## src/hw/rtl/ecpr_pkg.sv

```systemverilog
// ---------------------------------------------------------------------------
// ecpr_pkg
// Shared constants, sweep pass codes and frame status types for the
// enhanced clock page replacement block.
// ---------------------------------------------------------------------------
package ecpr_pkg;

   // default sizes
   localparam int FRAMES_DEF    = 8;
   localparam int PAGE_BITS_DEF = 16;

   // fixed port widths
   localparam int PAGE_W      = 16;
   localparam int FRAME_IDX_W = 3;
   localparam int CSR_W       = 4;

   // victim search passes, in order
   typedef enum logic [1:0] {
      PASS_CLEAN_EMPTY = 2'd0,  // empty or clean unreferenced
      PASS_DIRTY_CLEAR = 2'd1,  // dirty unreferenced, clear R on the way
      PASS_CLEAN       = 2'd2,  // clean unreferenced
      PASS_DIRTY       = 2'd3   // dirty unreferenced
   } pass_type;

   // status bits of the frame under inspection
   typedef struct packed {
      logic valid;
      logic referenced;
      logic modified;
   } frame_stat_type;

   // what the compare unit is asked to do
   typedef struct packed {
      logic     scan;   // 1: tag lookup, 0: victim class check
      pass_type pass;
   } unit_ctl_type;

   // compare unit verdicts
   typedef struct packed {
      logic tag_hit;
      logic take;
   } unit_res_type;

endpackage

```

## src/hw/rtl/ecpr_ram.sv

```systemverilog
// ---------------------------------------------------------------------------
// ecpr_ram
// Generic single write port, single read port RAM with registered read data.
// ---------------------------------------------------------------------------
module ecpr_ram #(
   parameter int WIDTH = 16,
   parameter int DEPTH = 8,
   localparam int AW   = (DEPTH > 1) ? $clog2(DEPTH) : 1
) (
   input  logic             clock,
   input  logic             wr_en,
   input  logic [AW-1:0]    wr_addr,
   input  logic [WIDTH-1:0] wr_data,
   input  logic [AW-1:0]    rd_addr,
   output logic [WIDTH-1:0] rd_data
);

   logic [WIDTH-1:0] mem [DEPTH];
   logic [WIDTH-1:0] rd_data_ff;

   // write port
   always_ff @(posedge clock) begin
      if (wr_en) begin
         mem[wr_addr] <= wr_data;
      end
   end

   // registered read port
   always_ff @(posedge clock) begin
      rd_data_ff <= mem[rd_addr];
   end

   assign rd_data = rd_data_ff;

endmodule

```

## src/hw/rtl/ecpr_frame_unit.sv

```systemverilog
// ---------------------------------------------------------------------------
// ecpr_frame_unit
// Shared compare unit: checks one frame per cycle, either its tag against
// the requested page or its R/M class against the current sweep pass.
// ---------------------------------------------------------------------------
module ecpr_frame_unit
   import ecpr_pkg::*;
#(
   parameter int PAGE_BITS = PAGE_BITS_DEF
) (
   input  unit_ctl_type         ctl,
   input  frame_stat_type       stat,
   input  logic [PAGE_BITS-1:0] tag,
   input  logic [PAGE_BITS-1:0] page,
   output unit_res_type         res
);

   logic want_dirty;
   logic class_match;
   logic empty_take;

   // odd passes look for dirty frames
   assign want_dirty = (ctl.pass == PASS_DIRTY_CLEAR) || (ctl.pass == PASS_DIRTY);

   assign class_match = stat.valid && !stat.referenced && (stat.modified == want_dirty);
   assign empty_take  = (ctl.pass == PASS_CLEAN_EMPTY) && !stat.valid;

   assign res.tag_hit = ctl.scan && stat.valid && (tag == page);
   assign res.take    = !ctl.scan && (empty_take || class_match);

endmodule

```

## src/hw/rtl/enhanced_clock_page_replacement.sv

```systemverilog
// ---------------------------------------------------------------------------
// enhanced_clock_page_replacement
// Enhanced second-chance clock page replacement with one shared frame
// compare unit under a small sequencer.
// ---------------------------------------------------------------------------
// Each request (page number, write flag) is handled alone; req_ready is high
// only while the sequencer is idle. The tag lookup reads the page tag RAM one
// frame per cycle, pipelined, and stops early on a hit. A miss then sweeps
// the frames from the clock hand, one frame per cycle through the compare
// unit (three full passes find nothing only when every frame is dirty, and
// the fourth then takes the first frame it looks at). S_EVICT_RD then reads
// the evicted tag, S_FILL loads the new page, and S_FINISH hands the
// response to the output register once it is free. The output register lets
// the next request be accepted while a response still waits.
// The user must write the active frame count through csr_wr_en/csr_wr_data
// only while the block is idle; the block does not enforce this. 0 acts as 1
// and values above FRAMES act as FRAMES.
// ---------------------------------------------------------------------------
module enhanced_clock_page_replacement
   import ecpr_pkg::*;
#(
   parameter int FRAMES    = FRAMES_DEF,
   parameter int PAGE_BITS = PAGE_BITS_DEF
) (
   input  logic                   clock,
   input  logic                   reset,
   // request channel
   input  logic                   req_valid,
   output logic                   req_ready,
   input  logic [PAGE_W-1:0]      req_page_number,
   input  logic                   req_is_write,
   // response channel
   output logic                   rsp_valid,
   input  logic                   rsp_ready,
   output logic                   rsp_hit,
   output logic [FRAME_IDX_W-1:0] rsp_frame_index,
   output logic                   rsp_evicted_valid,
   output logic [PAGE_W-1:0]      rsp_evicted_page,
   output logic                   rsp_evicted_dirty,
   // configuration
   input  logic                   csr_wr_en,
   input  logic [CSR_W-1:0]       csr_wr_data
);

   localparam int IDX_W = (FRAMES > 1) ? $clog2(FRAMES) : 1;
   localparam int CNT_W = $clog2(FRAMES + 1);

   typedef enum logic [5:0] {
      S_IDLE     = 6'b000001,
      S_SCAN     = 6'b000010,
      S_SWEEP    = 6'b000100,
      S_EVICT_RD = 6'b001000,
      S_FILL     = 6'b010000,
      S_FINISH   = 6'b100000
   } state_type;

   state_type             state_ff, state_in;

   // frame state
   logic [FRAMES-1:0]     valid_ff;
   logic [FRAMES-1:0]     ref_ff;
   logic [FRAMES-1:0]     mod_ff;
   logic [IDX_W-1:0]      hand_ff;
   logic [CNT_W-1:0]      nact_ff;

   // request being worked on
   logic [PAGE_BITS-1:0]  page_ff;
   logic                  wr_ff;

   // lookup pipeline
   logic [IDX_W-1:0]      scan_ff;
   logic                  issue_done_ff;
   logic                  cmp_vld_ff;
   logic [IDX_W-1:0]      cmp_idx_ff;

   // sweep
   logic [IDX_W-1:0]      h_ff;
   logic [IDX_W-1:0]      step_ff;
   pass_type              pass_ff;
   logic [IDX_W-1:0]      vic_ff;

   // result waiting for the output register
   logic                  res_hit_ff;
   logic [IDX_W-1:0]      res_frame_ff;
   logic                  res_ev_valid_ff;
   logic [PAGE_BITS-1:0]  res_ev_page_ff;
   logic                  res_ev_dirty_ff;

   // output register
   logic                  rsp_valid_ff;
   logic                  rsp_hit_ff;
   logic [FRAME_IDX_W-1:0] rsp_frame_ff;
   logic                  rsp_ev_valid_ff;
   logic [PAGE_W-1:0]     rsp_ev_page_ff;
   logic                  rsp_ev_dirty_ff;

   // tag RAM
   logic                  ram_wr_en;
   logic [IDX_W-1:0]      ram_rd_addr;
   logic [PAGE_BITS-1:0]  ram_rd_data;

   // compare unit
   unit_ctl_type          unit_ctl;
   frame_stat_type        unit_stat;
   unit_res_type          unit_res;
   logic [IDX_W-1:0]      sel_idx;

   logic                  accept;
   logic                  out_free;
   logic                  scan_last;
   logic                  cmp_last;
   logic                  h_last;
   logic                  step_last;
   logic                  vic_last;
   logic [IDX_W-1:0]      h_next;
   logic [IDX_W-1:0]      sweep_start;

   assign accept   = req_valid && req_ready;
   assign out_free = !rsp_valid_ff || rsp_ready;

   // last-frame checks against the active count
   assign scan_last = (CNT_W'(scan_ff) + CNT_W'(1)) == nact_ff;
   assign cmp_last  = (CNT_W'(cmp_idx_ff) + CNT_W'(1)) == nact_ff;
   assign h_last    = (CNT_W'(h_ff) + CNT_W'(1)) == nact_ff;
   assign step_last = (CNT_W'(step_ff) + CNT_W'(1)) == nact_ff;
   assign vic_last  = (CNT_W'(vic_ff) + CNT_W'(1)) == nact_ff;

   assign h_next      = h_last ? '0 : h_ff + IDX_W'(1);
   assign sweep_start = (CNT_W'(hand_ff) < nact_ff) ? hand_ff : '0;

   // steer the compare unit
   assign sel_idx             = state_ff == S_SCAN ? cmp_idx_ff : h_ff;
   assign unit_ctl.scan       = state_ff == S_SCAN;
   assign unit_ctl.pass       = pass_ff;
   assign unit_stat.valid      = valid_ff[sel_idx];
   assign unit_stat.referenced = ref_ff[sel_idx];
   assign unit_stat.modified   = mod_ff[sel_idx];

   ecpr_frame_unit #(
      .PAGE_BITS (PAGE_BITS)
   ) u_unit (
      .ctl  (unit_ctl),
      .stat (unit_stat),
      .tag  (ram_rd_data),
      .page (page_ff),
      .res  (unit_res)
   );

   // tag RAM: lookup reads in scan, victim read before fill
   assign ram_rd_addr = state_ff == S_SCAN ? scan_ff : vic_ff;
   assign ram_wr_en   = state_ff == S_FILL;

   ecpr_ram #(
      .WIDTH (PAGE_BITS),
      .DEPTH (FRAMES)
   ) u_tag_ram (
      .clock   (clock),
      .wr_en   (ram_wr_en),
      .wr_addr (vic_ff),
      .wr_data (page_ff),
      .rd_addr (ram_rd_addr),
      .rd_data (ram_rd_data)
   );

   // sequencer next state
   always_comb begin
      state_in = state_ff;
      case (state_ff)
         S_IDLE: begin
            if (accept) state_in = S_SCAN;
         end
         S_SCAN: begin
            if (cmp_vld_ff && unit_res.tag_hit) begin
               state_in = S_FINISH;
            end else if (cmp_vld_ff && cmp_last) begin
               state_in = S_SWEEP;
            end
         end
         S_SWEEP: begin
            if (unit_res.take || (step_last && pass_ff == PASS_DIRTY)) begin
               state_in = S_EVICT_RD;
            end
         end
         S_EVICT_RD: state_in = S_FILL;
         S_FILL:     state_in = S_FINISH;
         S_FINISH: begin
            if (out_free) state_in = S_IDLE;
         end
         default:    state_in = S_IDLE;
      endcase
   end

   always_ff @(posedge clock) begin
      if (reset) begin
         state_ff <= S_IDLE;
      end else begin
         state_ff <= state_in;
      end
   end

   // configuration: clamp the frame count on write
   always_ff @(posedge clock) begin
      if (reset) begin
         nact_ff <= CNT_W'(FRAMES);
      end else if (csr_wr_en) begin
         if (csr_wr_data == '0) begin
            nact_ff <= CNT_W'(1);
         end else if (32'(csr_wr_data) > FRAMES) begin
            nact_ff <= CNT_W'(FRAMES);
         end else begin
            nact_ff <= CNT_W'(csr_wr_data);
         end
      end
   end

   // capture the request
   always_ff @(posedge clock) begin
      if (accept) begin
         page_ff <= PAGE_BITS'(req_page_number);
         wr_ff   <= req_is_write;
      end
   end

   // lookup pipeline: issue one tag read a cycle, compare the previous one
   always_ff @(posedge clock) begin
      if (reset) begin
         scan_ff       <= '0;
         issue_done_ff <= 1'b0;
         cmp_vld_ff    <= 1'b0;
         cmp_idx_ff    <= '0;
      end else if (accept) begin
         scan_ff       <= '0;
         issue_done_ff <= 1'b0;
         cmp_vld_ff    <= 1'b0;
      end else if (state_ff == S_SCAN) begin
         cmp_vld_ff <= !issue_done_ff;
         cmp_idx_ff <= scan_ff;
         if (scan_last) begin
            issue_done_ff <= 1'b1;
         end else begin
            scan_ff <= scan_ff + IDX_W'(1);
         end
      end
   end

   // sweep position, pass and victim
   always_ff @(posedge clock) begin
      if (state_ff == S_SCAN && cmp_vld_ff && cmp_last && !unit_res.tag_hit) begin
         h_ff    <= sweep_start;
         step_ff <= '0;
         pass_ff <= PASS_CLEAN_EMPTY;
      end else if (state_ff == S_SWEEP) begin
         if (unit_res.take) begin
            vic_ff <= h_ff;
         end else begin
            h_ff <= h_next;
            if (step_last) begin
               step_ff <= '0;
               case (pass_ff)
                  PASS_CLEAN_EMPTY: pass_ff <= PASS_DIRTY_CLEAR;
                  PASS_DIRTY_CLEAR: pass_ff <= PASS_CLEAN;
                  PASS_CLEAN:       pass_ff <= PASS_DIRTY;
                  default:          vic_ff  <= h_next;
               endcase
            end else begin
               step_ff <= step_ff + IDX_W'(1);
            end
         end
      end
   end

   // frame status bits and clock hand
   always_ff @(posedge clock) begin
      if (reset) begin
         valid_ff <= '0;
         ref_ff   <= '0;
         mod_ff   <= '0;
         hand_ff  <= '0;
      end else begin
         case (state_ff)
            S_SCAN: begin
               if (cmp_vld_ff && unit_res.tag_hit) begin
                  ref_ff[cmp_idx_ff] <= 1'b1;
                  if (wr_ff) mod_ff[cmp_idx_ff] <= 1'b1;
               end
            end
            S_SWEEP: begin
               if (pass_ff == PASS_DIRTY_CLEAR) ref_ff[h_ff] <= 1'b0;
            end
            S_FILL: begin
               valid_ff[vic_ff] <= 1'b1;
               ref_ff[vic_ff]   <= 1'b1;
               mod_ff[vic_ff]   <= wr_ff;
               hand_ff          <= vic_last ? '0 : vic_ff + IDX_W'(1);
            end
            default: begin
            end
         endcase
      end
   end

   // build the result
   always_ff @(posedge clock) begin
      if (state_ff == S_SCAN && cmp_vld_ff && unit_res.tag_hit) begin
         res_hit_ff      <= 1'b1;
         res_frame_ff    <= cmp_idx_ff;
         res_ev_valid_ff <= 1'b0;
         res_ev_page_ff  <= '0;
         res_ev_dirty_ff <= 1'b0;
      end else if (state_ff == S_FILL) begin
         res_hit_ff      <= 1'b0;
         res_frame_ff    <= vic_ff;
         res_ev_valid_ff <= valid_ff[vic_ff];
         res_ev_page_ff  <= valid_ff[vic_ff] ? ram_rd_data : '0;
         res_ev_dirty_ff <= valid_ff[vic_ff] && mod_ff[vic_ff];
      end
   end

   // output register: load when free, drop on handoff
   always_ff @(posedge clock) begin
      if (reset) begin
         rsp_valid_ff <= 1'b0;
      end else if (state_ff == S_FINISH && out_free) begin
         rsp_valid_ff <= 1'b1;
      end else if (rsp_ready) begin
         rsp_valid_ff <= 1'b0;
      end
   end

   always_ff @(posedge clock) begin
      if (state_ff == S_FINISH && out_free) begin
         rsp_hit_ff      <= res_hit_ff;
         rsp_frame_ff    <= FRAME_IDX_W'(res_frame_ff);
         rsp_ev_valid_ff <= res_ev_valid_ff;
         rsp_ev_page_ff  <= PAGE_W'(res_ev_page_ff);
         rsp_ev_dirty_ff <= res_ev_dirty_ff;
      end
   end

   assign req_ready         = state_ff == S_IDLE;
   assign rsp_valid         = rsp_valid_ff;
   assign rsp_hit           = rsp_hit_ff;
   assign rsp_frame_index   = rsp_frame_ff;
   assign rsp_evicted_valid = rsp_ev_valid_ff;
   assign rsp_evicted_page  = rsp_ev_page_ff;
   assign rsp_evicted_dirty = rsp_ev_dirty_ff;

endmodule
```

## config.mk

```make
export PLATFORM = sky130hd
export DESIGN_NAME = enhanced_clock_page_replacement
export DESIGN_NICKNAME = d
export VERILOG_FILES = /design/src/hw/rtl/ecpr_pkg.sv /design/src/hw/rtl/ecpr_ram.sv /design/src/hw/rtl/ecpr_frame_unit.sv /design/src/hw/rtl/enhanced_clock_page_replacement.sv
export SDC_FILE = /design/constraint.sdc
export NUM_CORES = 1
export LEC_CHECK = 0
export BUFFER_PORTS_ARGS = -buffer_cell sky130_fd_sc_hd__buf_2
export CAP_MARGIN = 0
export CORE_AREA = 2 2 194 196
export CTS_CLUSTER_DIAMETER = 30
export CTS_CLUSTER_SIZE = 30
export DETAILED_ROUTE_END_ITERATION = 7
export DIE_AREA = 0 0 196 198
export PLACE_DENSITY = 0.47
export SLEW_MARGIN = 20
export SYNTH_ARGS = -nofsm -noshare
export SYNTH_HDL_FRONTEND = slang
export SYNTH_SLANG_ARGS = --single-unit
```

## constraint.sdc

```tcl
create_clock -name clock -period 3.7 [get_ports clock]
set_input_delay 0.185 -clock clock [delete_from_list [all_inputs] [get_ports clock]]
set_output_delay 0.185 -clock clock [all_outputs]
set_load 0.05 [all_outputs]
```

==> out/results.txt <==
Share of the synthesized area in the top cell type = 48.6%
Nets = 957
Sequential Power Share = 36.3%
Antenna violations before repair = 0
Initial detailed-routing violation count = 591
Comb pwr share = 4.6%
Htree depth = 2
Slew Limit Fails = 0
IO buf count = 49
Seq/Total Area, Yosys = 64.4%
Synth Flop Type = edfxtp_1
Cell breakdown of the critical path = or4_4 -> o21ai_4 -> nand3_2 -> a311o_1 -> or3b_4 -> a2111o_1 -> a21oi_2 -> nand2b_1 -> nand2_1
Die W = 196 microns
Library cells used by synthesis = 74
Longest Clk Path Bufs = 3
Starting density of the core = 29.5%
Fin worst setup slack = 0.190 ns
DR pass1 iterations = 5
P_int = 7.26 mW
Vias in the first global route = 6886
Post-Layout Inst Area = 14300 sq um
Asr flop ratio synth = 0%
Crit path time final = 3.51 ns
Hold endpoint = nact_ff[0]
Mapped Area = 10900 sq um
Synth top cells by count = edfxtp_1 (176), dfxtp_1 (86), nor2_1 (59), nand2_1 (49), a21oi_1 (35)
# setup viols final = 0
Max Clk Rate = 0.285 GHz
Congestion Overflow GR = 0
Switching share of power = 21.9%
Hold crit path type = input pin to register
Finished Layout Cells = 1443
Top post-synthesis cells by area = edfxtp_1 (49%), dfxtp_1 (16%), mux4_2 (6.6%), xor2_1 (2.5%), mux2_2 (2.1%)
CTS root buf = clkbuf_16
Clock power frac = 59.1%
Leak Pwr = 5.04 nW
CTS tree = built
Seq cells post-synth = 262
Post-synthesis cell count = 790
Clk sinks = 262
Routed WL = 26600 microns
Reg area = 7010 sq um
Worst EP arrival = 3.81 ns
Critical path's slowest cell = or4_4
Syn avg cell area = 13.8 sq um
# Post-CTS Setup Buffers = 0
Core area = 37000 sq um
Die area = 38800 sq um
Post-route ant nets = 0
Startpoint types = register
Final TNS setup = 0 ns
Post-synth EDFFs = 176
Crit Path Category = register to register
Hold Path Stages = 4
Synth Net Count = 827
Post-detail-place hpwl = 16900 microns
Fill count = 3478
Pin count of the biggest net entering global routing = 43
R2r worst-path depth = 9
Max Clock Skew = 0.0318 ns
Share of cells above drive strength 1 = 27.2%
Hold_sp = csr_wr_data[2]
RSZ-0062 raised after global routing = false
Post-synth top area cell = edfxtp_1
Reg2reg start = state_ff[2]
Max incr delay on CP = 0.63 ns
Fin. Hold Viols = 0
Cell Area, Placed = 11900 sq um
Post-route clock period utilization = 94.9%
Switch Pwr = 2.03 mW
R2r endpoint = h_ff[1]
Most numerous cell in the Yosys netlist = edfxtp_1
Hold buffers post-CTS = 26
Die height = 198 microns
Row Count = 71
Max transition margin = 32.2%
Area grow syn2layout = 31.3%
Power Dens Cells = 650 nW/um^2
Status = complete, no violations
Pre-CTS setup slack = 0.220 ns
Clock-pin slew on the worst setup and hold paths = 0.04 ns
Via count = 6928
Worst path required time = 4.00 ns
Worst skew pair latency = 0.58 ns
CP Max Fanout = 10
Num ports = 50
Vias per inst = 4.80
Setup crit end kind = register
Area of the multi-input gates = 3660 sq um
Worst Tran Pin Value = 1.00 ns
RD Place Congestion = 0.867
Yosys warns = 0
Worst hold slack = 0.0528 ns
WL/cell = 18.4 microns
Flop-to-flop setup slack = 0.19 ns
First-pass GRT wire length = 41100 microns
Max VDD drop = 0.426 mV
All-Layer GR Usage = 13.9%
Max-cap violations = 0
N_diodes = 0
TritonCTS buffer count = 57
# DRC = 0
# placed instances = 1309
Post-cts sizing count = 0
how the worst max path moves through the flow:
| stage | endpoint | slack, ns | from |
|---|---|---|---|
| 3_5_place_dp | h_ff[0] | 0.22 | state_ff[2] |
| 2_1_floorplan | vic_ff[0] | 0.45 | state_ff[0] |
| 6_report | h_ff[1] | 0.19 | state_ff[2] |
| 5_1_grt | h_ff[1] | 0.009 | state_ff[1] |
| 4_1_cts | h_ff[1] | 0.21 | state_ff[2] |
| 3_3_place_gp | vic_ff[2] | 0.29 | state_ff[5] |
logic make-up after synthesis:
family                   after synthesis  synth area share, %
AND/OR/NAND/NOR                      199                 9.19
buffers and inverters                 62                 2.45
multiplexers                          60                 9.43
XOR/XNOR                              40                 3.22
AO/OA/AOI/OAI                        156                 10.1
flip-flops                           262                 64.4
adder cells (fa/ha/maj)               11                 1.26
state kept, by name, indices dropped and copies added, names as in the netlist, 4 cells and up:
register           count
nact_ff                4
ref_ff                 8
valid_ff               8
mod_ff                 8
u_tag_ram.mem        128
state_ff               6
rsp_evicted_page      16
u_tag_ram.rd_data     16
res_ev_page_ff        16
page_ff               16
per-layer routing:
metal / GRT usage [%] / share of wire (%) / vias up / wire length [microns]
met5: 0 / 0 / - / 0
met4: 4.99 / 2.3 / 0 / 620
met3: 2.66 / 4.7 / 46 / 1240
met2: 21.6 / 46 / 165 / 12100
met1: 19.5 / 47 / 3417 / 12600
li1: - / - / 3300 / -
power by group through the flow:
stage	Combinational, mW	Clock (mW)	Sequential, mW
finish	0.432	5.49	3.37
global placement	0.411	0	3.43
CTS	0.436	5.60	3.37
global route	0.471	5.76	3.39
floorplan	0.329	0	3.36
detailed placement	0.413	0	3.43
cell usage in the layout (no fill, tap or decap), types with 6 or more instances in the layout:
| master | instances |
|---|---|
| mux2i_1 | 8 |
| buf_2 | 49 |
| edfxtp_1 | 176 |
| xnor2_1 | 9 |
| a22o_1 | 18 |
| a21oi_1 | 35 |
| dfxtp_1 | 86 |
| o21ai_0 | 31 |
| nand3b_1 | 6 |
| clkinvlp_4 | 7 |
| dlygate4sd3_1 | 26 |
| nor3_1 | 19 |
| nand2b_1 | 9 |
| mux2_2 | 20 |
| nor2_1 | 54 |
| clkbuf_16 | 63 |
| xor2_1 | 31 |
| inv_6 | 6 |
| nor4_1 | 11 |
| clkinv_1 | 8 |
| mux4_2 | 32 |
| ha_1 | 11 |
| nand2_1 | 49 |
| nor2_2 | 6 |
| bufinv_16 | 10 |
| buf_4 | 38 |
| inv_1 | 19 |
| nand3_1 | 9 |
worst max-delay path: cells and delay by family, from the launching register on:
| family | cells | cell delay, ns |
|---|---|---|
| DFF | 1 | 0.41 |
| and+or+nand+nor | 5 | 1.46 |
| AOI/OAI and AO/OA | 4 | 1.39 |
area by class of cell:
| class | count | area share, % |
|---|---|---|
| timing repair buffer | 114 | 5.67 |
| tap | 474 | 4.15 |
| multi-input combinational | 466 | 25.6 |
| clock buffer | 69 | 11.3 |
| inverter | 19 | 0.499 |
| clock inverter | 39 | 3.72 |
| sequential | 262 | 49.0 |
stage by stage:
| stage | utilization (%) | power [mW] |
|---|---|---|
| after floorplan | - | 3.69 |
| after global placement | 32.1 | 3.84 |
| after detailed placement | 32.1 | 3.84 |
| after CTS | 38.7 | 9.41 |
| after global routing | 38.7 | 9.63 |
| final | 38.7 | 9.29 |
Note: power is estimated with default switching activity, not from simulation.
